## src/ctf_pkg.sv

```systemverilog
// shared types, constants and functions of the torque cut gateway filter
package ctf_pkg;

  localparam int ID_W    = 11;
  localparam int LEN_W   = 4;
  localparam int BUS_W   = 2;
  localparam int PAY_W   = 64;
  localparam int AGE_W   = 16;
  localparam int POLY_W  = 8;
  localparam int CFG_IDX_W = 1;
  localparam int CFG_DAT_W = 16;

  localparam logic [BUS_W-1:0] BUS_PT  = 2'd0;
  localparam logic [BUS_W-1:0] BUS_CTL = 2'd1;
  localparam logic [BUS_W-1:0] BUS_DU  = 2'd2;

  localparam logic [CFG_IDX_W-1:0] CFG_TIMEOUT = 1'b0;
  localparam logic [CFG_IDX_W-1:0] CFG_POLY    = 1'b1;

  localparam logic [AGE_W-1:0]  TIMEOUT_RST = 16'd150;
  localparam logic [POLY_W-1:0] POLY_RST    = 8'hD5;
  localparam logic [AGE_W-1:0]  AGE_STALE   = 16'hFFFF;
  localparam logic [7:0]        CRC_INIT    = 8'hFF;

  localparam logic [ID_W-1:0] ID_RELAY_A = 11'h696;
  localparam logic [ID_W-1:0] ID_RELAY_B = 11'h697;
  localparam logic [ID_W-1:0] ID_CUT     = 11'h201;
  localparam logic [ID_W-1:0] ID_HV_CMD  = 11'h397;
  localparam logic [ID_W-1:0] ID_DI      = 11'h334;
  localparam logic [ID_W-1:0] ID_PWR     = 11'h268;
  localparam logic [ID_W-1:0] ID_DIAG_IN  = 11'h108;
  localparam logic [ID_W-1:0] ID_DIAG_OUT = 11'h107;

  localparam logic [LEN_W-1:0] LEN_CUT = 4'd3;
  localparam logic [LEN_W-1:0] LEN_HV  = 4'd4;
  localparam logic [LEN_W-1:0] LEN_DI  = 4'd8;
  localparam logic [LEN_W-1:0] LEN_PWR = 4'd5;

  localparam logic [7:0] HV_HDR      = 8'h39;
  localparam logic [7:0] REQ_SET     = 8'h02;
  localparam logic [7:0] REQ_CLR     = 8'h03;
  localparam logic [7:0] DI_SUM_BIAS = 8'h37;
  localparam logic [7:0] PWR_LIMIT   = 8'd100;

  typedef struct packed {
    logic precharge;
    logic negative;
    logic positive;
    logic clamp;
  } stat_t;

  typedef struct packed {
    logic             send;
    logic             two;
    logic [BUS_W-1:0] bus_a;
    logic [ID_W-1:0]  id_a;
    logic [BUS_W-1:0] bus_b;
    logic [ID_W-1:0]  id_b;
    logic [LEN_W-1:0] len;
    logic [PAY_W-1:0] payload;
    stat_t            stat;
  } job_t;

  typedef struct packed {
    logic             send;
    logic [BUS_W-1:0] bus;
    logic [ID_W-1:0]  id;
    logic [LEN_W-1:0] len;
    logic [PAY_W-1:0] payload;
    logic             last;
    stat_t            stat;
  } result_t;

  function automatic logic [7:0] crc_byte(input logic [7:0] crc_in, input logic [7:0] data,
                                          input logic [7:0] poly);
    logic [7:0] c;
    c = crc_in ^ data;
    for (int j = 0; j < 8; j++) begin
      if (c[7]) begin
        c = {c[6:0], 1'b0} ^ poly;
      end else begin
        c = {c[6:0], 1'b0};
      end
    end
    return c;
  endfunction

  function automatic logic is_diag(input logic [ID_W-1:0] id);
    logic hit;
    case (id)
      11'h315, 11'h118, 11'h266, 11'h126, 11'h3A5, 11'h1D6, ID_DIAG_IN: hit = 1'b1;
      default: hit = 1'b0;
    endcase
    return hit;
  endfunction

  function automatic logic [ID_W-1:0] diag_id(input logic [ID_W-1:0] id);
    return (id == ID_DIAG_IN) ? ID_DIAG_OUT : id;
  endfunction

endpackage

```

## src/ctf_front.sv

```systemverilog
// front part: input stage, frame classification, state update and edits
module ctf_front (
  input  logic                          clk,
  input  logic                          rst_n,
  input  logic                          in_push,
  output logic                          in_full,
  input  logic                          in_action,
  input  logic [ctf_pkg::BUS_W-1:0]     in_source_bus,
  input  logic [ctf_pkg::ID_W-1:0]      in_rx_id,
  input  logic [ctf_pkg::LEN_W-1:0]     in_rx_length,
  input  logic [ctf_pkg::PAY_W-1:0]     in_rx_payload,
  input  logic [ctf_pkg::AGE_W-1:0]     timeout,
  input  logic [ctf_pkg::POLY_W-1:0]    poly,
  input  logic                          q_full,
  output logic                          q_push,
  output ctf_pkg::job_t                 q_job
);
  import ctf_pkg::*;

  logic             s1_vld_r;
  logic             s1_action_r;
  logic [BUS_W-1:0] s1_bus_r;
  logic [ID_W-1:0]  s1_id_r;
  logic [LEN_W-1:0] s1_len_r;
  logic [PAY_W-1:0] s1_pay_r;
  logic [7:0]       s1_crc_r;
  logic             s1_ready;

  logic             regen_r, regen_nxt;
  logic             allcut_r, allcut_nxt;
  logic [AGE_W-1:0] age_r, age_nxt;
  logic             pre_r, pre_nxt;
  logic             neg_r, neg_nxt;
  logic             pos_r, pos_nxt;

  assign s1_ready = !s1_vld_r || !q_full;
  assign in_full  = !s1_ready;
  assign q_push   = s1_vld_r && !q_full;

  // stage 1: register the item and run the crc over byte 0
  always_ff @(posedge clk) begin
    if (!rst_n) begin
      s1_vld_r <= 1'b0;
    end else if (s1_ready) begin
      s1_vld_r <= in_push;
    end
    if (s1_ready && in_push) begin
      s1_action_r <= in_action;
      s1_bus_r    <= in_source_bus;
      s1_id_r     <= in_rx_id;
      s1_len_r    <= in_rx_length;
      s1_pay_r    <= in_rx_payload;
      s1_crc_r    <= crc_byte(CRC_INIT, in_rx_payload[7:0], poly);
    end
  end

  // stage 2: finish crc, update state, build the job
  always_comb begin
    logic [7:0]       crc;
    logic             fresh;
    logic             either;
    logic [PAY_W-1:0] p;
    logic [7:0]       sum;
    logic             diag;
    crc        = crc_byte(s1_crc_r, s1_pay_r[15:8], poly);
    fresh      = age_r < timeout;
    either     = regen_r || allcut_r;
    diag       = is_diag(s1_id_r);
    p          = s1_pay_r;
    sum        = 8'd0;
    regen_nxt  = regen_r;
    allcut_nxt = allcut_r;
    age_nxt    = age_r;
    pre_nxt    = pre_r;
    neg_nxt    = neg_r;
    pos_nxt    = pos_r;
    q_job      = '0;

    if (!s1_action_r) begin
      if (age_r != AGE_STALE) begin
        age_nxt = age_r + AGE_W'(1);
      end
    end else begin
      case (s1_bus_r)
        BUS_PT: begin
          if (s1_id_r == ID_RELAY_A || s1_id_r == ID_RELAY_B) begin
            q_job.send  = 1'b1;
            q_job.bus_a = BUS_CTL;
            q_job.id_a  = s1_id_r;
          end
          if (s1_id_r == ID_CUT && s1_len_r == LEN_CUT && crc == s1_pay_r[23:16]) begin
            regen_nxt  = s1_pay_r[0];
            allcut_nxt = s1_pay_r[1];
            age_nxt    = '0;
          end
          if (s1_id_r == ID_HV_CMD && s1_len_r == LEN_HV && s1_pay_r[7:0] == HV_HDR) begin
            if (s1_pay_r[15:8] == REQ_SET) begin
              pre_nxt = 1'b1;
            end else if (s1_pay_r[15:8] == REQ_CLR) begin
              pre_nxt = 1'b0;
            end
            if (s1_pay_r[23:16] == REQ_SET) begin
              neg_nxt = 1'b1;
            end else if (s1_pay_r[23:16] == REQ_CLR) begin
              neg_nxt = 1'b0;
            end
            if (s1_pay_r[31:24] == REQ_SET) begin
              pos_nxt = 1'b1;
            end else if (s1_pay_r[31:24] == REQ_CLR) begin
              pos_nxt = 1'b0;
            end
          end
        end
        BUS_CTL: begin
          q_job.send = 1'b1;
          if (s1_id_r == ID_DI && s1_len_r == LEN_DI) begin
            if (fresh && either) begin
              sum = p[7:0] + p[15:8] + p[23:16] + p[39:32] + p[47:40] + p[55:48]
                    + DI_SUM_BIAS;
              p[31:24] = 8'd0;
              p[63:56] = sum;
            end
            q_job.two   = 1'b1;
            q_job.bus_a = BUS_PT;
            q_job.id_a  = s1_id_r;
            q_job.bus_b = BUS_DU;
            q_job.id_b  = s1_id_r;
          end else if (s1_id_r == ID_PWR && s1_len_r == LEN_PWR) begin
            if (fresh && either) begin
              p[39:32] = PWR_LIMIT;
            end
            if (fresh && allcut_r) begin
              p[23:16] = 8'd0;
              p[24]    = 1'b0;
            end
            q_job.two   = 1'b1;
            q_job.bus_a = BUS_PT;
            q_job.id_a  = s1_id_r;
            q_job.bus_b = BUS_DU;
            q_job.id_b  = s1_id_r;
          end else begin
            q_job.two   = diag;
            q_job.bus_a = BUS_DU;
            q_job.id_a  = s1_id_r;
            q_job.bus_b = BUS_PT;
            q_job.id_b  = diag_id(s1_id_r);
          end
        end
        BUS_DU: begin
          q_job.send  = 1'b1;
          q_job.two   = diag;
          q_job.bus_a = BUS_CTL;
          q_job.id_a  = s1_id_r;
          q_job.bus_b = BUS_PT;
          q_job.id_b  = diag_id(s1_id_r);
        end
        default: begin
        end
      endcase
    end

    if (q_job.send) begin
      q_job.len     = s1_len_r;
      q_job.payload = p;
    end
    q_job.stat.precharge = pre_nxt;
    q_job.stat.negative  = neg_nxt;
    q_job.stat.positive  = pos_nxt;
    q_job.stat.clamp     = (age_nxt < timeout) && (regen_nxt || allcut_nxt);
  end

  always_ff @(posedge clk) begin
    if (!rst_n) begin
      regen_r  <= 1'b0;
      allcut_r <= 1'b0;
      age_r    <= AGE_STALE;
      pre_r    <= 1'b0;
      neg_r    <= 1'b0;
      pos_r    <= 1'b0;
    end else if (q_push) begin
      regen_r  <= regen_nxt;
      allcut_r <= allcut_nxt;
      age_r    <= age_nxt;
      pre_r    <= pre_nxt;
      neg_r    <= neg_nxt;
      pos_r    <= pos_nxt;
    end
  end

endmodule

```

## src/ctf_queue.sv

```systemverilog
// short job queue between the front and back parts
module ctf_queue #(
  parameter int DEPTH = 2
) (
  input  logic          clk,
  input  logic          rst_n,
  input  logic          push,
  input  ctf_pkg::job_t push_job,
  output logic          full,
  input  logic          pop,
  output logic          empty,
  output ctf_pkg::job_t head_job
);
  import ctf_pkg::*;

  localparam int PTR_W = (DEPTH > 1) ? $clog2(DEPTH) : 1;
  localparam int CNT_W = $clog2(DEPTH + 1);

  job_t             slot_r [DEPTH];
  logic [PTR_W-1:0] wr_ptr_r, wr_ptr_nxt;
  logic [PTR_W-1:0] rd_ptr_r, rd_ptr_nxt;
  logic [CNT_W-1:0] cnt_r, cnt_nxt;

  assign full     = cnt_r == CNT_W'(DEPTH);
  assign empty    = cnt_r == '0;
  assign head_job = slot_r[rd_ptr_r];

  always_comb begin
    wr_ptr_nxt = wr_ptr_r;
    rd_ptr_nxt = rd_ptr_r;
    cnt_nxt    = cnt_r;
    if (push) begin
      wr_ptr_nxt = (wr_ptr_r == PTR_W'(DEPTH - 1)) ? '0 : wr_ptr_r + PTR_W'(1);
    end
    if (pop) begin
      rd_ptr_nxt = (rd_ptr_r == PTR_W'(DEPTH - 1)) ? '0 : rd_ptr_r + PTR_W'(1);
    end
    if (push && !pop) begin
      cnt_nxt = cnt_r + CNT_W'(1);
    end else if (pop && !push) begin
      cnt_nxt = cnt_r - CNT_W'(1);
    end
  end

  always_ff @(posedge clk) begin
    if (!rst_n) begin
      wr_ptr_r <= '0;
      rd_ptr_r <= '0;
      cnt_r    <= '0;
    end else begin
      wr_ptr_r <= wr_ptr_nxt;
      rd_ptr_r <= rd_ptr_nxt;
      cnt_r    <= cnt_nxt;
    end
    if (push) begin
      slot_r[wr_ptr_r] <= push_job;
    end
  end

endmodule

```

## src/ctf_back.sv

```systemverilog
// back part: expands jobs into one or two results behind an output register
module ctf_back (
  input  logic           clk,
  input  logic           rst_n,
  input  logic           q_empty,
  input  ctf_pkg::job_t  q_job,
  output logic           q_pop,
  input  logic           out_pop,
  output logic           out_empty,
  output ctf_pkg::result_t out_res
);
  import ctf_pkg::*;

  logic    out_vld_r, out_vld_nxt;
  logic    phase_r, phase_nxt;
  result_t res_r;
  result_t res_nxt;
  logic    load;
  logic    take;

  assign load      = !out_vld_r || out_pop;
  assign take      = load && !q_empty;
  assign out_empty = !out_vld_r;
  assign out_res   = res_r;

  always_comb begin
    res_nxt         = '0;
    res_nxt.send    = q_job.send;
    res_nxt.bus     = phase_r ? q_job.bus_b : q_job.bus_a;
    res_nxt.id      = phase_r ? q_job.id_b : q_job.id_a;
    res_nxt.len     = q_job.len;
    res_nxt.payload = q_job.payload;
    res_nxt.last    = !q_job.two || phase_r;
    res_nxt.stat    = q_job.stat;
    q_pop           = take && res_nxt.last;
    phase_nxt       = take ? (q_job.two && !phase_r) : phase_r;
    out_vld_nxt     = load ? !q_empty : out_vld_r;
  end

  always_ff @(posedge clk) begin
    if (!rst_n) begin
      out_vld_r <= 1'b0;
      phase_r   <= 1'b0;
    end else begin
      out_vld_r <= out_vld_nxt;
      phase_r   <= phase_nxt;
    end
    if (take) begin
      res_r <= res_nxt;
    end
  end

endmodule

```

## src/can_gateway_torque_cut_filter.sv

```systemverilog
// top level of the three-bus gateway torque cut filter
//
// input queue port: an item (tick or received frame) is taken when in_push is
// high and in_full is low. result queue port: the oldest result sits on the
// out_ ports while out_empty is low and leaves when out_pop is high.
// every item gives one result (send_valid low for ticks and dropped frames)
// or two results for forwarded frames that go to two buses; last_of_run marks
// the final result of an item. cfg_ is a write port, always ready, index 0 is
// the cut timeout in ms and index 1 the crc8 polynomial; write it while idle.
// a result passes the stage 1 register, the job queue and the output register
// to the out_ ports. the front stage takes one item per cycle while in_full
// is low; the back stage drives one result per cycle while out_empty or
// out_pop is high. a job queue of QUEUE_DEPTH entries lets the front keep
// working while the receiver stalls; in_full rises once it and stage 1 are
// full. reset clears the flags, requests and queues, sets the cut age to
// stale and loads the default timeout of 150 ms and polynomial 0xd5.
module can_gateway_torque_cut_filter #(
  parameter int QUEUE_DEPTH = 2
) (
  input  logic                              clk,
  input  logic                              rst_n,
  input  logic                              in_push,
  output logic                              in_full,
  input  logic                              in_action,
  input  logic [ctf_pkg::BUS_W-1:0]         in_source_bus,
  input  logic [ctf_pkg::ID_W-1:0]          in_rx_id,
  input  logic [ctf_pkg::LEN_W-1:0]         in_rx_length,
  input  logic [ctf_pkg::PAY_W-1:0]         in_rx_payload,
  output logic                              out_empty,
  input  logic                              out_pop,
  output logic                              out_send_valid,
  output logic [ctf_pkg::BUS_W-1:0]         out_dest_bus,
  output logic [ctf_pkg::ID_W-1:0]          out_tx_id,
  output logic [ctf_pkg::LEN_W-1:0]         out_tx_length,
  output logic [ctf_pkg::PAY_W-1:0]         out_tx_payload,
  output logic                              out_last_of_run,
  output logic                              out_precharge_on,
  output logic                              out_negative_main_on,
  output logic                              out_positive_main_on,
  output logic                              out_regen_clamp_active,
  input  logic                              cfg_valid,
  output logic                              cfg_ready,
  input  logic [ctf_pkg::CFG_IDX_W-1:0]     cfg_index,
  input  logic [ctf_pkg::CFG_DAT_W-1:0]     cfg_data
);
  import ctf_pkg::*;

  logic [AGE_W-1:0]  timeout_r;
  logic [POLY_W-1:0] poly_r;
  logic              q_full;
  logic              q_push;
  logic              q_pop;
  logic              q_empty;
  job_t              push_job;
  job_t              head_job;
  result_t           res;

  assign cfg_ready = 1'b1;

  always_ff @(posedge clk) begin
    if (!rst_n) begin
      timeout_r <= TIMEOUT_RST;
      poly_r    <= POLY_RST;
    end else if (cfg_valid) begin
      case (cfg_index)
        CFG_TIMEOUT: timeout_r <= cfg_data;
        CFG_POLY:    poly_r    <= cfg_data[POLY_W-1:0];
        default: begin
        end
      endcase
    end
  end

  ctf_front u_front (
    .clk           (clk),
    .rst_n         (rst_n),
    .in_push       (in_push),
    .in_full       (in_full),
    .in_action     (in_action),
    .in_source_bus (in_source_bus),
    .in_rx_id      (in_rx_id),
    .in_rx_length  (in_rx_length),
    .in_rx_payload (in_rx_payload),
    .timeout       (timeout_r),
    .poly          (poly_r),
    .q_full        (q_full),
    .q_push        (q_push),
    .q_job         (push_job)
  );

  ctf_queue #(
    .DEPTH (QUEUE_DEPTH)
  ) u_queue (
    .clk      (clk),
    .rst_n    (rst_n),
    .push     (q_push),
    .push_job (push_job),
    .full     (q_full),
    .pop      (q_pop),
    .empty    (q_empty),
    .head_job (head_job)
  );

  ctf_back u_back (
    .clk       (clk),
    .rst_n     (rst_n),
    .q_empty   (q_empty),
    .q_job     (head_job),
    .q_pop     (q_pop),
    .out_pop   (out_pop),
    .out_empty (out_empty),
    .out_res   (res)
  );

  assign out_send_valid         = res.send;
  assign out_dest_bus           = res.bus;
  assign out_tx_id              = res.id;
  assign out_tx_length          = res.len;
  assign out_tx_payload         = res.payload;
  assign out_last_of_run        = res.last;
  assign out_precharge_on       = res.stat.precharge;
  assign out_negative_main_on   = res.stat.negative;
  assign out_positive_main_on   = res.stat.positive;
  assign out_regen_clamp_active = res.stat.clamp;

endmodule
```

## config.mk

```make
export PLATFORM = sky130hd
export DESIGN_NAME = can_gateway_torque_cut_filter
export DESIGN_NICKNAME = d
export VERILOG_FILES = /design/src/ctf_pkg.sv /design/src/ctf_front.sv /design/src/ctf_queue.sv /design/src/ctf_back.sv /design/src/can_gateway_torque_cut_filter.sv
export SDC_FILE = /design/constraint.sdc
export NUM_CORES = 1
export LEC_CHECK = 0
export BUFFER_PORTS_ARGS = -buffer_cell sky130_fd_sc_hd__buf_2
export CAP_MARGIN = 20
export CORE_MARGIN = 2
export CORE_UTILIZATION = 60
export DETAILED_ROUTE_END_ITERATION = 10
export PLACE_DENSITY = 0.81
export SETUP_SLACK_MARGIN = 0.3
export SLEW_MARGIN = 20
export SYNTH_ARGS = -nofsm -noshare
export SYNTH_HDL_FRONTEND = slang
export SYNTH_SLANG_ARGS = --single-unit
export TNS_END_PERCENT = 10
```

## constraint.sdc

```tcl
create_clock -name clk -period 7.9 [get_ports clk]
set_input_delay 1.58 -clock clk [delete_from_list [all_inputs] [get_ports clk]]
set_output_delay 1.58 -clock clk [all_outputs]
set_load 0.02 [all_outputs]
```

==> flow_summary.toml <==
[yosys]
synth_enable_flop_cells = 375
post_synth.cell_area_avg_um2 = 12.6
synth_cell_types = 93
syn-instance-count = 1671
synthesis.nets = 1852
cell_area_synth_um2 = 21100
synth-seq-area-share_pct = 58.3
synthesis.yosys.warnings = 0
synth_seq_cells = 428
asyncSetResetFlopFracSynth_pct = 0
synthFlopType = "sky130_fd_sc_hd__edfxtp_1"

[worst_setup_path]
crit_fanout = 18
reg2regPathDepth = 26
timing.critical_path.depth = 26
worstSetupStartpointType = "flop"
r2r_slack_ns = 1.00
most_frequent_cp_cell = "sky130_fd_sc_hd__a21oi_1"
worstSetupEndpointType = "flop"
cp-endpoint = "u_queue.slot_r[1][0]$_DFFE_PP_"
cp.required_ns = 8.33
crit_arrival_ns = 7.33
worstSetupStartpoint = "u_front.s1_pay_r[15]$_DFFE_PP_"
critical_path.slowest_cell = "sky130_fd_sc_hd__o211ai_2"
critical_path_buf_inv_count = 2
path_delay_family = "compound AO/OA/AOI/OAI gates"
path_class = "reg2reg"
timing.rr.start = "u_front.s1_pay_r[15]$_DFFE_PP_"
crit_path_max_incr_delay_ns = 0.64
reg2reg_to = "u_queue.slot_r[1][0]$_DFFE_PP_"

[sta]
setup_violations = 0
post-route-worst-setup-slack_ns = 1.00
grt_setup_unrepaired = "false"
max-slew-margin-rel_pct = 31.1
least_margin_pin_slew_ns = 1.03
min_period_over_period_pct = 87.3
slew_viol_final = 0
hold_viol = 0
clock.fmax_mhz = 145
clock_skew_ns = 0.0164
setup_tns_ns = 0
layout_min_cycle_time_ns = 6.90

[clocking]
tritoncts = "done"
insertion_delay_ns = 0.57
cts-root-buf = "sky130_fd_sc_hd__clkbuf_16"
clk_transition_reported_paths_ns = 0.06
ctsLongestPathBuffers = 3
cts.htree.levels = 2
cts.sink_count = 428
cts_hold_buf = 0
cts_inserted_buffers = 43
cts_setup_buffers = 0
number_of_gates_resized_after_cts = 0

[placed_design]
finalWeightedCongestion = 0.926
port_buffers = 192
placement.setup.worst_slack_ns = 1.15
dp.final_hpwl_um = 35500

[floorplan]
die_area_um2 = 36700
io_pins = 194
core_region_area_um2 = 34600
placementRows = 68
chipHeight_um = 192
initial_utilization_pct = 61.0
die_width_um = 192

[cells_and_area]
post_layout_nets = 2046
syn2layout_area_growth_pct = 13.6
share_of_post_route_cells_with_drive_strength_above_1_pct = 22.1
antenna_cells_inserted = 0

[drt]
detailedRoute.firstIterationViolations = 1226
dr_total_vias = 14200
antenna_left = 0
detailed_route_drc_error_count = 0
drt_wl_total_um = 52000
drt-vias-per-instance = 6.05
wl_per_cell_um = 22.1
drt_pass1_iterations = 7

[global_route]
gr-total-overflow = 0
global_route.usage.total_pct = 28.6
grt_pass1_wl_um = 79400
grt_max_degree = 70
via_count_of_the_first_global_routing_pass = 14100
antenna_violations_before_repair = 1

[power_and_ir_drop]
total_leakage_power_nw = 9.01
vdd_ir_drop_max_mv = 0.296
power_density_nw_per_um2 = 435
power.total_mw = 10.4

[outcome]
outcome = "finished, final reports clean"

[run]
maxCapViolations = 0

[min_path]
worst_hold_path_type = "reg2reg"
[logic make-up after synthesis]
family,after synthesis,share of synthesized area [%]
AO/OA/AOI/OAI,252,8.71
XOR/XNOR,127,5.93
adder cells (fa/ha/maj),77,5.45
buffers and inverters,159,2.97
flip-flops,428,58.3
multiplexers,112,6.48
other,1,0.0178
AND/OR/NAND/NOR,515,12.1
[final cells by class]
class | instances | area (um2)
inverter | 83 | 312
multi-input combinational | 1084 | 8210
tap | 455 | 569
sequential | 428 | 12300
timing repair buffer | 225 | 1220
clock inverter | 30 | 231
clock buffer | 50 | 1120
fill | 2365 | 10600
[how the worst min path moves through the flow]
stage | start | end | cells after the start
after detailed placement | u_front.regen_r$_SDFFE_PN0P_ | u_front.regen_r$_SDFFE_PN0P_ | 2
after CTS | u_front.regen_r$_SDFFE_PN0P_ | u_front.regen_r$_SDFFE_PN0P_ | 2
after global routing | u_front.regen_r$_SDFFE_PN0P_ | u_front.regen_r$_SDFFE_PN0P_ | 2
final | u_front.regen_r$_SDFFE_PN0P_ | u_front.regen_r$_SDFFE_PN0P_ | 2
after floorplan | u_front.regen_r$_SDFFE_PN0P_ | u_front.regen_r$_SDFFE_PN0P_ | 2
after global placement | u_front.neg_r$_SDFFE_PN0P_ | u_front.neg_r$_SDFFE_PN0P_ | 2
[sequential cells by signal, indices dropped and copies added (netlist names), 2 cells and up, named ones only]
signal / count
u_front.age_r: 16
u_queue.slot_r: 198
u_front.s1_id_r: 11
timeout_r: 16
u_front.s1_len_r: 4
u_front.s1_pay_r: 64
poly_r: 8
u_queue.cnt_r: 2
u_front.s1_crc_r: 8
u_front.s1_bus_r: 2
u_back.out_res: 87
[routing by layer]
metal  vias up  wire length, um  part of all wire [%]  GRT usage, %
met3        96             3650                   7.0          5.24
met1      7002            21500                    41          38.5
met5         -               13                 0.025             0
met4         2             1430                   2.8          9.08
met2       614            25400                    49          47.5
li1       6527                -                     -             -
[power by group]
group / switching, mW / total [mW] / internal [mW] / leakage [nW]
combinational: 3.04 / 5.24 / 2.20 / 4.35
sequential: 0.220 / 3.22 / 3.00 / 4.00
clock: 0.853 / 1.97 / 1.12 / 0.657
total: 4.11 / 10.4 / 6.31 / 9.01
[tightest hold or removal path: cells and delay by family (launching register included)]
kind | cells | cell delay, ns
DFF | 1 | 0.31
muxes | 1 | 0.06
and+or+nand+nor | 1 | 0.05
[cell usage after synthesis, types with 11 or more instances]
master,instances,area [um2]
sky130_fd_sc_hd__a21boi_0,21,158
sky130_fd_sc_hd__a21o_1,19,143
sky130_fd_sc_hd__a21oi_1,37,185
sky130_fd_sc_hd__and2_1,51,319
sky130_fd_sc_hd__and3_1,18,113
sky130_fd_sc_hd__clkbuf_1,61,229
sky130_fd_sc_hd__dfxtp_1,53,1060
sky130_fd_sc_hd__edfxtp_1,375,11300
sky130_fd_sc_hd__fa_1,25,500
sky130_fd_sc_hd__ha_1,52,651
sky130_fd_sc_hd__inv_1,76,285
sky130_fd_sc_hd__mux2_2,77,867
sky130_fd_sc_hd__mux2i_1,22,220
sky130_fd_sc_hd__mux4_2,12,270
sky130_fd_sc_hd__nand2_1,186,698
sky130_fd_sc_hd__nand2b_1,17,106
sky130_fd_sc_hd__nand3_1,29,145
sky130_fd_sc_hd__nand4_1,20,125
sky130_fd_sc_hd__nor2_1,82,308
sky130_fd_sc_hd__nor2b_1,14,87.6
sky130_fd_sc_hd__nor3_1,33,165
sky130_fd_sc_hd__o211ai_1,30,225
sky130_fd_sc_hd__o21ai_0,33,165
sky130_fd_sc_hd__o21ai_1,14,70.1
sky130_fd_sc_hd__or2_2,11,68.8
sky130_fd_sc_hd__xnor2_1,94,823
sky130_fd_sc_hd__xor2_1,21,184
[stage by stage]
stage | hold slack [ns] | cell area (um2) | util, % | cells
4_1_cts | 0.466 | 24000 | 69.3 | 2355
6_report | 0.465 | 24000 | 69.3 | 2355
3_5_place_dp | 0.456 | 22600 | 65.3 | 2275
3_3_place_gp | 0.451 | 22600 | 65.3 | 2274
5_1_grt | 0.500 | 24000 | 69.3 | 2355
2_1_floorplan | 0.438 | 21100 | - | 1671
[cell usage in the layout (no fill, tap or decap), types with 19 or more instances in the layout]
master,n
sky130_fd_sc_hd__clkinv_1,21
sky130_fd_sc_hd__mux2i_1,22
sky130_fd_sc_hd__o21ai_0,33
sky130_fd_sc_hd__mux2_2,77
sky130_fd_sc_hd__a21boi_0,21
sky130_fd_sc_hd__and2_1,51
sky130_fd_sc_hd__nor2_1,80
sky130_fd_sc_hd__fa_1,25
sky130_fd_sc_hd__nand2_1,186
sky130_fd_sc_hd__edfxtp_1,375
sky130_fd_sc_hd__dfxtp_1,52
sky130_fd_sc_hd__nor3_1,33
sky130_fd_sc_hd__nand4_1,20
sky130_fd_sc_hd__o211ai_1,30
sky130_fd_sc_hd__xor2_1,21
sky130_fd_sc_hd__clkbuf_16,44
sky130_fd_sc_hd__buf_4,32
sky130_fd_sc_hd__a21oi_1,37
sky130_fd_sc_hd__buf_2,192
sky130_fd_sc_hd__xnor2_1,94
sky130_fd_sc_hd__a21o_1,19
sky130_fd_sc_hd__ha_1,52
sky130_fd_sc_hd__nand3_1,29
sky130_fd_sc_hd__inv_1,76
(Power assumes the default switching activity.)
